<file path="config.mk">
export PLATFORM = sky130hd
export DESIGN_NAME = positional_list_engine_core
export DESIGN_NICKNAME = d
export VERILOG_FILES = /design/src/design/ple_pkg.sv /design/src/design/ple_ram.sv /design/src/design/ple_ctrl.sv /design/src/design/positional_list_engine_core.sv
export SDC_FILE = /design/constraint.sdc
export NUM_CORES = 2
export LEC_CHECK = 0
export ABC_AREA = 1
export BUFFER_PORTS_ARGS = -buffer_cell sky130_fd_sc_hd__buf_2
export CORE_ASPECT_RATIO = 0.6
export CORE_MARGIN = 3
export CORE_UTILIZATION = 36
export DETAILED_ROUTE_END_ITERATION = 8
export GPL_ROUTABILITY_DRIVEN = 1
export PLACE_DENSITY_LB_ADDON = 0.3
export SLEW_MARGIN = 20
export SYNTH_ARGS = -nofsm -noshare
export SYNTH_HDL_FRONTEND = slang
export SYNTH_SLANG_ARGS = --single-unit
</file>
<file path="constraint.sdc">
create_clock -name clk_i -period 5.9 [get_ports clk_i]
set_input_delay 0.295 -clock clk_i [delete_from_list [all_inputs] [get_ports clk_i]]
set_output_delay 0.295 -clock clk_i [all_outputs]
set_load 0.01 [all_outputs]
</file>
<file path="src/design/ple_pkg.sv">
// shared types and constants for the positional list engine
// no dependencies; imported by ple_ctrl and the top level
`default_nettype none

package ple_pkg;

  localparam int ACTION_W       = 3;
  localparam int POS_W          = 7;
  localparam int IN_DATA_W      = 32;
  localparam int COUNT_OUT_W    = 7;
  localparam int S_TDATA_W      = 40;
  localparam int S_TUSER_W      = 3;
  localparam int M_TDATA_W      = 48;
  localparam int DEF_CAPACITY   = 64;
  localparam int DEF_DATA_WIDTH = 32;

  typedef enum logic [ACTION_W-1:0] {
    ACT_INSERT  = 3'd0,
    ACT_READ    = 3'd1,
    ACT_REMOVE  = 3'd2,
    ACT_CLEAR   = 3'd3,
    ACT_REVERSE = 3'd4
  } action_e;

  typedef struct packed {
    logic success;
    logic empty;
  } res_flags_t;

endpackage

`default_nettype wire

</file>
<file path="src/design/ple_ram.sv">
// single-port-write, single-port-read node memory with registered read data
// depends on nothing but its parameters
`default_nettype none

module ple_ram #(
  parameter  int DEPTH = 64,
  parameter  int WIDTH = 32,
  localparam int AW    = $clog2(DEPTH)
) (
  input  wire logic             clk_i,
  input  wire logic             we_i,
  input  wire logic [AW-1:0]    waddr_i,
  input  wire logic [WIDTH-1:0] wdata_i,
  input  wire logic             re_i,
  input  wire logic [AW-1:0]    raddr_i,
  output logic      [WIDTH-1:0] rdata_o
);

  logic [WIDTH-1:0] mem_q [DEPTH];
  logic [WIDTH-1:0] rdata_q;

  always_ff @(posedge clk_i) begin
    if (we_i) begin
      mem_q[waddr_i] <= wdata_i;
    end
    if (re_i) begin
      rdata_q <= mem_q[raddr_i];
    end
  end

  assign rdata_o = rdata_q;

endmodule

`default_nettype wire

</file>
<file path="src/design/ple_ctrl.sv">
// list sequencer: decodes one transaction, walks and rewrites the node links,
// keeps head, count, free list and fill mark; uses ple_pkg
`default_nettype none

module ple_ctrl #(
  parameter  int CAPACITY   = ple_pkg::DEF_CAPACITY,
  parameter  int DATA_WIDTH = ple_pkg::DEF_DATA_WIDTH,
  localparam int AW         = $clog2(CAPACITY),
  localparam int CW         = $clog2(CAPACITY + 1)
) (
  input  wire logic                          clk_i,
  input  wire logic                          rst_ni,
  input  wire logic                          in_valid_i,
  output logic                               in_ready_o,
  input  wire ple_pkg::action_e              action_i,
  input  wire logic [ple_pkg::POS_W-1:0]     position_i,
  input  wire logic [DATA_WIDTH-1:0]         data_i,
  output logic                               res_valid_o,
  input  wire logic                          res_ready_i,
  output ple_pkg::res_flags_t                res_flags_o,
  output logic      [DATA_WIDTH-1:0]         res_data_o,
  output logic      [CW-1:0]                 res_count_o,
  output logic                               ent_we_o,
  output logic      [AW-1:0]                 ent_waddr_o,
  output logic      [DATA_WIDTH-1:0]         ent_wdata_o,
  output logic                               ent_re_o,
  output logic      [AW-1:0]                 ent_raddr_o,
  input  wire logic [DATA_WIDTH-1:0]         ent_rdata_i,
  output logic                               lnk_we_o,
  output logic      [AW-1:0]                 lnk_waddr_o,
  output logic      [AW-1:0]                 lnk_wdata_o,
  output logic                               lnk_re_o,
  output logic      [AW-1:0]                 lnk_raddr_o,
  input  wire logic [AW-1:0]                 lnk_rdata_i
);

  import ple_pkg::*;

  localparam int PW = (CW > POS_W) ? CW : POS_W;

  typedef enum logic [2:0] {
    S_IDLE,
    S_DECODE,
    S_POP,
    S_INS,
    S_WALK,
    S_OP,
    S_OP2,
    S_REV
  } state_e;

  state_e                state_q, state_d;
  logic                  fin_q, fin_d;
  action_e               act_q, act_d;
  logic [POS_W-1:0]      pos_q, pos_d;
  logic [DATA_WIDTH-1:0] din_q, din_d;
  logic [CW-1:0]         count_q, count_d;
  logic [CW-1:0]         hwm_q, hwm_d;
  logic [AW-1:0]         head_q, head_d;
  logic [AW-1:0]         fhead_q, fhead_d;
  logic [AW-1:0]         fresh_q, fresh_d;
  logic [AW-1:0]         cur_q, cur_d;
  logic [AW-1:0]         prev_q, prev_d;
  logic [AW-1:0]         succ_q, succ_d;
  logic [CW-1:0]         idx_q, idx_d;
  logic [CW-1:0]         tgt_q, tgt_d;
  logic                  ok_q, ok_d;
  logic [DATA_WIDTH-1:0] rdata_q, rdata_d;

  logic [PW-1:0] pos_ext;
  logic [PW-1:0] pos_m1;
  logic [PW-1:0] cnt_ext;
  logic          ins_ok;
  logic          rd_ok;

  assign pos_ext = PW'(pos_q);
  assign pos_m1  = pos_ext - PW'(1);
  assign cnt_ext = PW'(count_q);
  assign ins_ok  = (pos_ext <= cnt_ext) && (count_q != CW'(CAPACITY));
  assign rd_ok   = (pos_ext < cnt_ext);

  always_comb begin
    state_d     = state_q;
    fin_d       = fin_q;
    act_d       = act_q;
    pos_d       = pos_q;
    din_d       = din_q;
    count_d     = count_q;
    hwm_d       = hwm_q;
    head_d      = head_q;
    fhead_d     = fhead_q;
    fresh_d     = fresh_q;
    cur_d       = cur_q;
    prev_d      = prev_q;
    succ_d      = succ_q;
    idx_d       = idx_q;
    tgt_d       = tgt_q;
    ok_d        = ok_q;
    rdata_d     = rdata_q;
    ent_we_o    = 1'b0;
    ent_waddr_o = fresh_q;
    ent_wdata_o = din_q;
    ent_re_o    = 1'b0;
    ent_raddr_o = cur_q;
    lnk_we_o    = 1'b0;
    lnk_waddr_o = cur_q;
    lnk_wdata_o = prev_q;
    lnk_re_o    = 1'b0;
    lnk_raddr_o = cur_q;

    if (fin_q) begin
      if (res_ready_i) begin
        fin_d = 1'b0;
      end
    end else begin
      unique case (state_q)
        S_IDLE: begin
          if (in_valid_i) begin
            act_d   = action_i;
            pos_d   = position_i;
            din_d   = data_i;
            state_d = S_DECODE;
          end
        end
        S_DECODE: begin
          ok_d    = 1'b0;
          rdata_d = '0;
          state_d = S_IDLE;
          fin_d   = 1'b1;
          unique case (act_q)
            ACT_INSERT: begin
              if (ins_ok) begin
                fin_d = 1'b0;
                if (hwm_q != count_q) begin
                  // reuse a freed node
                  fresh_d     = fhead_q;
                  lnk_re_o    = 1'b1;
                  lnk_raddr_o = fhead_q;
                  state_d     = S_POP;
                end else begin
                  fresh_d = hwm_q[AW-1:0];
                  hwm_d   = hwm_q + CW'(1);
                  state_d = S_INS;
                end
              end
            end
            ACT_READ, ACT_REMOVE: begin
              if (rd_ok) begin
                fin_d       = 1'b0;
                lnk_re_o    = 1'b1;
                lnk_raddr_o = head_q;
                cur_d       = head_q;
                idx_d       = '0;
                tgt_d       = pos_ext[CW-1:0];
                state_d     = S_WALK;
              end
            end
            ACT_CLEAR: begin
              count_d = '0;
              head_d  = '0;
              hwm_d   = '0;
              ok_d    = 1'b1;
            end
            ACT_REVERSE: begin
              ok_d = 1'b1;
              if (count_q > CW'(1)) begin
                fin_d       = 1'b0;
                lnk_re_o    = 1'b1;
                lnk_raddr_o = head_q;
                cur_d       = head_q;
                idx_d       = '0;
                state_d     = S_REV;
              end
            end
            default: begin
            end
          endcase
        end
        S_POP: begin
          fhead_d = lnk_rdata_i;
          state_d = S_INS;
        end
        S_INS: begin
          ent_we_o = 1'b1;
          if (pos_q == '0) begin
            lnk_we_o    = 1'b1;
            lnk_waddr_o = fresh_q;
            lnk_wdata_o = head_q;
            head_d      = fresh_q;
            count_d     = count_q + CW'(1);
            ok_d        = 1'b1;
            state_d     = S_IDLE;
            fin_d       = 1'b1;
          end else begin
            lnk_re_o    = 1'b1;
            lnk_raddr_o = head_q;
            cur_d       = head_q;
            idx_d       = '0;
            tgt_d       = pos_m1[CW-1:0];
            state_d     = S_WALK;
          end
        end
        S_WALK: begin
          if (idx_q == tgt_q) begin
            succ_d  = lnk_rdata_i;
            state_d = S_OP;
          end else begin
            prev_d      = cur_q;
            cur_d       = lnk_rdata_i;
            idx_d       = idx_q + CW'(1);
            lnk_re_o    = 1'b1;
            lnk_raddr_o = lnk_rdata_i;
          end
        end
        S_OP: begin
          state_d = S_OP2;
          unique case (act_q)
            ACT_INSERT: begin
              lnk_we_o    = 1'b1;
              lnk_waddr_o = fresh_q;
              lnk_wdata_o = succ_q;
            end
            ACT_REMOVE: begin
              ent_re_o = 1'b1;
              if (pos_q == '0) begin
                head_d = succ_q;
              end else begin
                lnk_we_o    = 1'b1;
                lnk_waddr_o = prev_q;
                lnk_wdata_o = succ_q;
              end
            end
            default: begin
              ent_re_o = 1'b1;
            end
          endcase
        end
        S_OP2: begin
          ok_d    = 1'b1;
          state_d = S_IDLE;
          fin_d   = 1'b1;
          unique case (act_q)
            ACT_INSERT: begin
              lnk_we_o    = 1'b1;
              lnk_wdata_o = fresh_q;
              count_d     = count_q + CW'(1);
            end
            ACT_REMOVE: begin
              // push the removed node onto the free list
              lnk_we_o    = 1'b1;
              lnk_wdata_o = fhead_q;
              fhead_d     = cur_q;
              count_d     = count_q - CW'(1);
              rdata_d     = ent_rdata_i;
            end
            default: begin
              rdata_d = ent_rdata_i;
            end
          endcase
        end
        S_REV: begin
          lnk_we_o = 1'b1;
          prev_d   = cur_q;
          if (idx_q == count_q - CW'(1)) begin
            head_d  = cur_q;
            state_d = S_IDLE;
            fin_d   = 1'b1;
          end else begin
            cur_d       = lnk_rdata_i;
            idx_d       = idx_q + CW'(1);
            lnk_re_o    = 1'b1;
            lnk_raddr_o = lnk_rdata_i;
          end
        end
        default: begin
          state_d = S_IDLE;
        end
      endcase
    end
  end

  always_ff @(posedge clk_i or negedge rst_ni) begin
    if (!rst_ni) begin
      state_q <= S_IDLE;
      fin_q   <= 1'b0;
      count_q <= '0;
      hwm_q   <= '0;
      head_q  <= '0;
      fhead_q <= '0;
    end else begin
      state_q <= state_d;
      fin_q   <= fin_d;
      count_q <= count_d;
      hwm_q   <= hwm_d;
      head_q  <= head_d;
      fhead_q <= fhead_d;
    end
  end

  always_ff @(posedge clk_i) begin
    act_q   <= act_d;
    pos_q   <= pos_d;
    din_q   <= din_d;
    fresh_q <= fresh_d;
    cur_q   <= cur_d;
    prev_q  <= prev_d;
    succ_q  <= succ_d;
    idx_q   <= idx_d;
    tgt_q   <= tgt_d;
    ok_q    <= ok_d;
    rdata_q <= rdata_d;
  end

  assign in_ready_o          = (state_q == S_IDLE) && !fin_q;
  assign res_valid_o         = fin_q;
  assign res_flags_o.success = ok_q;
  assign res_flags_o.empty   = (count_q == '0);
  assign res_data_o          = rdata_q;
  assign res_count_o         = count_q;

endmodule

`default_nettype wire

</file>
<file path="src/design/positional_list_engine_core.sv">
// Ordered list of up to CAPACITY values kept as a singly linked list in two
// node memories (values and next links), each with one write and one
// registered read port. One transaction is worked at a time; the link walk
// reads one link per cycle. An insert at position p takes a node and walks
// to entry p-1 unless p is 0; read and remove walk to entry p; reverse walks
// all entries; clear and failed requests finish in decode. Each result is
// then registered in the output register. Removed nodes go on a free list
// threaded through the link memory; a fill mark hands out untouched nodes,
// so no clearing pass is needed after reset. A new transaction is accepted
// while the previous result still waits in the output register.
// depends on ple_pkg, ple_ram and ple_ctrl
`default_nettype none

module positional_list_engine_core #(
  parameter int CAPACITY   = ple_pkg::DEF_CAPACITY,
  parameter int DATA_WIDTH = ple_pkg::DEF_DATA_WIDTH
) (
  input  wire logic                            clk_i,
  input  wire logic                            rst_ni,
  input  wire logic                            s_axis_tvalid,
  output logic                                 s_axis_tready,
  // position [6:0], data_in [38:7], zero [39]
  input  wire logic [ple_pkg::S_TDATA_W-1:0]   s_axis_tdata,
  // action [2:0]
  input  wire logic [ple_pkg::S_TUSER_W-1:0]   s_axis_tuser,
  output logic                                 m_axis_tvalid,
  input  wire logic                            m_axis_tready,
  // success [0], data_out [32:1], entry_count [39:33], is_empty [40], zero [47:41]
  output logic      [ple_pkg::M_TDATA_W-1:0]   m_axis_tdata
);

  import ple_pkg::*;

  localparam int AW = $clog2(CAPACITY);
  localparam int CW = $clog2(CAPACITY + 1);

  logic [POS_W-1:0]      in_pos;
  logic [IN_DATA_W-1:0]  in_data;
  logic [DATA_WIDTH-1:0] in_data_ext;
  action_e               in_action;

  logic                  res_valid;
  logic                  res_ready;
  res_flags_t            res_flags;
  logic [DATA_WIDTH-1:0] res_data;
  logic [CW-1:0]         res_count;
  logic [IN_DATA_W-1:0]  res_data_out;
  logic [COUNT_OUT_W-1:0] res_count_out;

  logic                  ent_we;
  logic [AW-1:0]         ent_waddr;
  logic [DATA_WIDTH-1:0] ent_wdata;
  logic                  ent_re;
  logic [AW-1:0]         ent_raddr;
  logic [DATA_WIDTH-1:0] ent_rdata;
  logic                  lnk_we;
  logic [AW-1:0]         lnk_waddr;
  logic [AW-1:0]         lnk_wdata;
  logic                  lnk_re;
  logic [AW-1:0]         lnk_raddr;
  logic [AW-1:0]         lnk_rdata;

  logic                  m_valid_q, m_valid_d;
  logic [M_TDATA_W-1:0]  m_data_q, m_data_d;

  assign in_pos    = s_axis_tdata[POS_W-1:0];
  assign in_data   = s_axis_tdata[POS_W+IN_DATA_W-1:POS_W];
  assign in_action = action_e'(s_axis_tuser);

  if (DATA_WIDTH > IN_DATA_W) begin : g_in_wide
    assign in_data_ext = {{(DATA_WIDTH-IN_DATA_W){in_data[IN_DATA_W-1]}}, in_data};
  end else begin : g_in_narrow
    assign in_data_ext = in_data[DATA_WIDTH-1:0];
  end

  if (DATA_WIDTH >= IN_DATA_W) begin : g_out_wide
    assign res_data_out = res_data[IN_DATA_W-1:0];
  end else begin : g_out_narrow
    assign res_data_out = {{(IN_DATA_W-DATA_WIDTH){1'b0}}, res_data};
  end

  if (CW >= COUNT_OUT_W) begin : g_cnt_wide
    assign res_count_out = res_count[COUNT_OUT_W-1:0];
  end else begin : g_cnt_narrow
    assign res_count_out = {{(COUNT_OUT_W-CW){1'b0}}, res_count};
  end

  ple_ram #(
    .DEPTH (CAPACITY),
    .WIDTH (DATA_WIDTH)
  ) u_ent_ram (
    .clk_i   (clk_i),
    .we_i    (ent_we),
    .waddr_i (ent_waddr),
    .wdata_i (ent_wdata),
    .re_i    (ent_re),
    .raddr_i (ent_raddr),
    .rdata_o (ent_rdata)
  );

  ple_ram #(
    .DEPTH (CAPACITY),
    .WIDTH (AW)
  ) u_lnk_ram (
    .clk_i   (clk_i),
    .we_i    (lnk_we),
    .waddr_i (lnk_waddr),
    .wdata_i (lnk_wdata),
    .re_i    (lnk_re),
    .raddr_i (lnk_raddr),
    .rdata_o (lnk_rdata)
  );

  ple_ctrl #(
    .CAPACITY   (CAPACITY),
    .DATA_WIDTH (DATA_WIDTH)
  ) u_ctrl (
    .clk_i       (clk_i),
    .rst_ni      (rst_ni),
    .in_valid_i  (s_axis_tvalid),
    .in_ready_o  (s_axis_tready),
    .action_i    (in_action),
    .position_i  (in_pos),
    .data_i      (in_data_ext),
    .res_valid_o (res_valid),
    .res_ready_i (res_ready),
    .res_flags_o (res_flags),
    .res_data_o  (res_data),
    .res_count_o (res_count),
    .ent_we_o    (ent_we),
    .ent_waddr_o (ent_waddr),
    .ent_wdata_o (ent_wdata),
    .ent_re_o    (ent_re),
    .ent_raddr_o (ent_raddr),
    .ent_rdata_i (ent_rdata),
    .lnk_we_o    (lnk_we),
    .lnk_waddr_o (lnk_waddr),
    .lnk_wdata_o (lnk_wdata),
    .lnk_re_o    (lnk_re),
    .lnk_raddr_o (lnk_raddr),
    .lnk_rdata_i (lnk_rdata)
  );

  // output register
  assign res_ready = !m_valid_q || m_axis_tready;

  always_comb begin
    m_valid_d = m_valid_q;
    m_data_d  = m_data_q;
    if (res_ready) begin
      m_valid_d = res_valid;
      if (res_valid) begin
        m_data_d = {{(M_TDATA_W-IN_DATA_W-COUNT_OUT_W-2){1'b0}},
                    res_flags.empty, res_count_out, res_data_out, res_flags.success};
      end
    end
  end

  always_ff @(posedge clk_i or negedge rst_ni) begin
    if (!rst_ni) begin
      m_valid_q <= 1'b0;
    end else begin
      m_valid_q <= m_valid_d;
    end
  end

  always_ff @(posedge clk_i) begin
    m_data_q <= m_data_d;
  end

  assign m_axis_tvalid = m_valid_q;
  assign m_axis_tdata  = m_data_q;

  a_count_range: assert property (@(posedge clk_i) disable iff (!rst_ni)
    res_valid |-> (res_count <= CW'(CAPACITY)))
    else $error("entry count above capacity");

  a_empty_flag: assert property (@(posedge clk_i) disable iff (!rst_ni)
    res_valid |-> (res_flags.empty == (res_count == '0)))
    else $error("empty flag disagrees with entry count");

  a_one_at_a_time: assert property (@(posedge clk_i) disable iff (!rst_ni)
    (s_axis_tvalid && s_axis_tready) |=> !s_axis_tready)
    else $error("second transaction taken while one is in work");

  a_result_held: assert property (@(posedge clk_i) disable iff (!rst_ni)
    (res_valid && !res_ready) |=> res_valid)
    else $error("pending result dropped");

endmodule

`default_nettype wire
</file>
==> metrics.txt <==
number of buffers added on ports 88; detailed-router iteration count before antenna repair 8; commonest register cell after synthesis sky130_fd_sc_hd__edfxtp_1; io pins 97; failing checks negative hold slack; clock-pin slew of the registers on the worst-case setup and hold paths 0.07 ns; top cells by count, synth 2624 x sky130_fd_sc_hd__edfxtp_1, 1644 x sky130_fd_sc_hd__nor2_1, 1386 x sky130_fd_sc_hd__o21ai_0, 647 x sky130_fd_sc_hd__o22ai_1, 517 x sky130_fd_sc_hd__nand2_1; ranking of synthesized cells by area sky130_fd_sc_hd__edfxtp_1 74%, sky130_fd_sc_hd__o21ai_0 6.5%, sky130_fd_sc_hd__nor2_1 5.8%, sky130_fd_sc_hd__o22ai_1 3.8%, sky130_fd_sc_hd__nand3_1 2.4%; vertical die dimension 428.5 microns; netlist area before placement 0.1071 sq mm; fraction of synthesized cell area taken by the top area cell type 73.57%; starting DRC count in detailed routing 11100; area taken by flip-flops and latches 0.07957 sq mm; vias per std cell 5.692; placed cells 12280; crit-path max FO 48; worst slack after detailed placement 0.6676 ns; share of the cycle needed by the critical path after routing 93.21%; total overflow reported by the global router 0; initial cell density of the core 36.33%; Power Dens Cells 509.8 mW/mm^2; core region area 0.2948 sq mm; standby leakage power 40.02 nW; H-tree depth reported by CTS 4; non-filler instance count after layout 12760; maximum capacitance violations 0; maximum operating frequency 181.8 MHz; Arrival @ worst endpoint 6.25 ns; fill cell instance count of the final layout 27160; worst rel slew slack 20.40%; number of nets with antenna violations after routing 0; cts hold-fix bufs 44; flip-flop and latch count after synthesis 2655; Placement Rows 154; critical path launch point type register; Gates resized, CTS repair 0; RSZ-0062 raised after global routing false; Die ar. 0.3043 sq mm; count of different cell masters after synthesis 49; post-route clock skew 0.07890 ns; element type at the critical path end register; fraction of final layout cells sized beyond drive strength 1 9.106%; Min Clock Period, post-route 5.499 ns; Max clock buf depth 4; Setup TNS 0 ns; data required time of the critical path 6.65 ns; setup bufs post-CTS 0; total clock buffers created by CTS 238; total number of vias 72630; detail-routed net length per standard cell 26.22 microns; total number of yosys warnings 0; sequential fraction of the synthesis area 74.29%; library cell occupying the most area in the post-synthesis netlist sky130_fd_sc_hd__edfxtp_1; remaining routing DRC violations 0; Detailed Route WL 334500 microns; Global Route Usage Sum 21.21%; nets@finish 8738; final hold violation count 10; Crit Path Class register to register; Die Width 710.2 microns; final-layout worst hold slack -0.01851 ns; number of global-route vias before repair 67500; clock latency of the later-clocked register in the worst-skew pair 0.94 ns; final total power 61.82 mW; total clock sinks 2655; result of the run complete, but fails checks; slew at the pin closest to its max-slew limit 1.191 ns; weighted congestion at the end of routability-driven global placement 0.8922; maximum number of pins on one net before global-route repair 197; post-layout worst setup margin 0.4009 ns; average cell area after synthesis 12.44 sq um; worst hold path class primary input to async pin; wire length of the first global-routing pass 477900 microns; final HPWL from detailed placement 194200 microns; library cell with the highest instance count after synthesis sky130_fd_sc_hd__edfxtp_1; P&R area growth vs syn 13.24%; async set-or-reset flop fraction in the synthesized netlist 1.168%; count of endpoints failing setup in the final report 0; post-synthesis cell count 8609; TritonCTS clock tree yes; number of synthesized flops with an enable pin 2624; antenna violations before repair 30; multi-input combinational cell area 0.02428 sq mm; CTS root buffer sky130_fd_sc_hd__clkbuf_16; Max IR drop VDD 0.5543 mV; final slew viol count 0
-- flip-flops by register name, indices dropped and copies added, names as in the netlist, 6 cells and up --
register,flops
u_ctrl.ent_waddr_o,6
m_axis_tdata,41
u_ctrl.res_count_o,7
u_ent_ram.rdata_o,32
u_ctrl.prev_q,6
u_ctrl.pos_ext,7
u_ctrl.tgt_q,7
u_ctrl.ent_raddr_o,6
u_lnk_ram.rdata_o,6
u_ctrl.res_data_o,32
u_ctrl.succ_q,6
u_ctrl.ent_wdata_o,32
u_ctrl.idx_q,7
u_ctrl.fhead_q,6
u_ent_ram.mem_q,2048
u_ctrl.head_q,6
u_lnk_ram.mem_q,384
u_ctrl.hwm_q,7
-- worst max-delay path, cell delays in order (launching register included) --
cell and delay (ns):
sky130_fd_sc_hd__dfrtp_1 0.67, sky130_fd_sc_hd__inv_2 0.10, sky130_fd_sc_hd__ha_1 0.35, sky130_fd_sc_hd__a21oi_1 0.14
sky130_fd_sc_hd__nand2_1 0.09, sky130_fd_sc_hd__nand2_1 0.14, sky130_fd_sc_hd__nand2_1 0.36, sky130_fd_sc_hd__nand2_1 0.24
sky130_fd_sc_hd__nand3_1 0.24, sky130_fd_sc_hd__nor2_1 0.18, sky130_fd_sc_hd__nor2_1 0.06, sky130_fd_sc_hd__nor2_1 0.10
sky130_fd_sc_hd__nor2_1 0.08, sky130_fd_sc_hd__nand2_4 0.37, sky130_fd_sc_hd__nand2_4 0.35, sky130_fd_sc_hd__inv_2 0.90
sky130_fd_sc_hd__nand3_1 0.18, sky130_fd_sc_hd__nand3_1 0.16, sky130_fd_sc_hd__nand3_1 0.21, sky130_fd_sc_hd__nand3_1 0.15
sky130_fd_sc_hd__nand3_1 0.09, sky130_fd_sc_hd__nand2_1 0.08
-- stage by stage --
step | utilization (%) | area [sq um]
3_3_place_gp | 38.25 | 112800
5_1_grt | 41.13 | 121300
3_5_place_dp | 38.37 | 113100
2_1_floorplan | - | 107100
4_1_cts | 41.04 | 121000
6_report | 41.14 | 121300
-- worst paths after layout --
kind	from	end	slack (ns)	cells past startpoint
max	u_ctrl.res_count_o[2]	u_lnk_ram.rdata_o[5]	0.40	21
min	rst_ni	m_axis_tvalid	-0.02	2
max reg2reg	u_ctrl.res_count_o[2]	u_lnk_ram.rdata_o[5]	0.40	21
min reg2reg	u_ctrl.res_data_o[17]	m_axis_tdata[18]	0.42	0
max in group asynchronous	rst_ni	u_ctrl.res_count_o[0]	5.43	2
min in group clk_i	s_axis_tvalid	u_ctrl.state_q[0]	0.06	5
-- report_power, final --
part	internal, mW	total (mW)	switching, mW
Sequential	22.2	22.6	0.364
Clock	8.46	15.4	6.94
Combinational	6.00	23.8	17.8
Total	36.7	61.8	25.1
-- layout by cell type (no fill, tap or decap), drive strengths merged, types with 11 or more instances in the layout --
cell	instances
edfxtp	2624
nor2	1659
o21ai	1390
o22ai	649
nand2	528
nand3	518
inv	438
buf	339
clkbuf	282
clkinv	104
dlygate4sd3	44
o32ai	35
a21oi	32
dfrtp	31
nand3b	24
bufinv	22
nand4	15
o211ai	15
ha	14
o221ai	11
-- cell type report --
class	count	area share (%)
sequential	2655	65.61
multi-input combinational	4961	20.02
clock buffer	282	5.150
tap	3900	4.023
timing repair buffer	383	2.805
inverter	438	1.379
clock inverter	132	0.9976
antenna	8	0.01651
-- layer usage --
metal,up-vias,track usage [%],routed length (microns)
met5,-,0,27
met4,4,4.703,7345
met3,433,5.517,42680
met2,4127,28.54,133900
met1,36550,33.77,150600
li1,31510,-,-
-- cell families after synthesis --
group | after synthesis | share of synthesized area (%)
AOI/OAI and AO/OA | 2163 | 11.16
xor gates and xnor gates | 17 | 0.1390
adders and majority gates | 14 | 0.1636
buffers and inverters | 999 | 3.689
DFF | 2655 | 74.29
other | 1 | 0.003501
and+or+nand+nor | 2760 | 10.55
No activity file was read; power rests on OpenSTA's default activity.
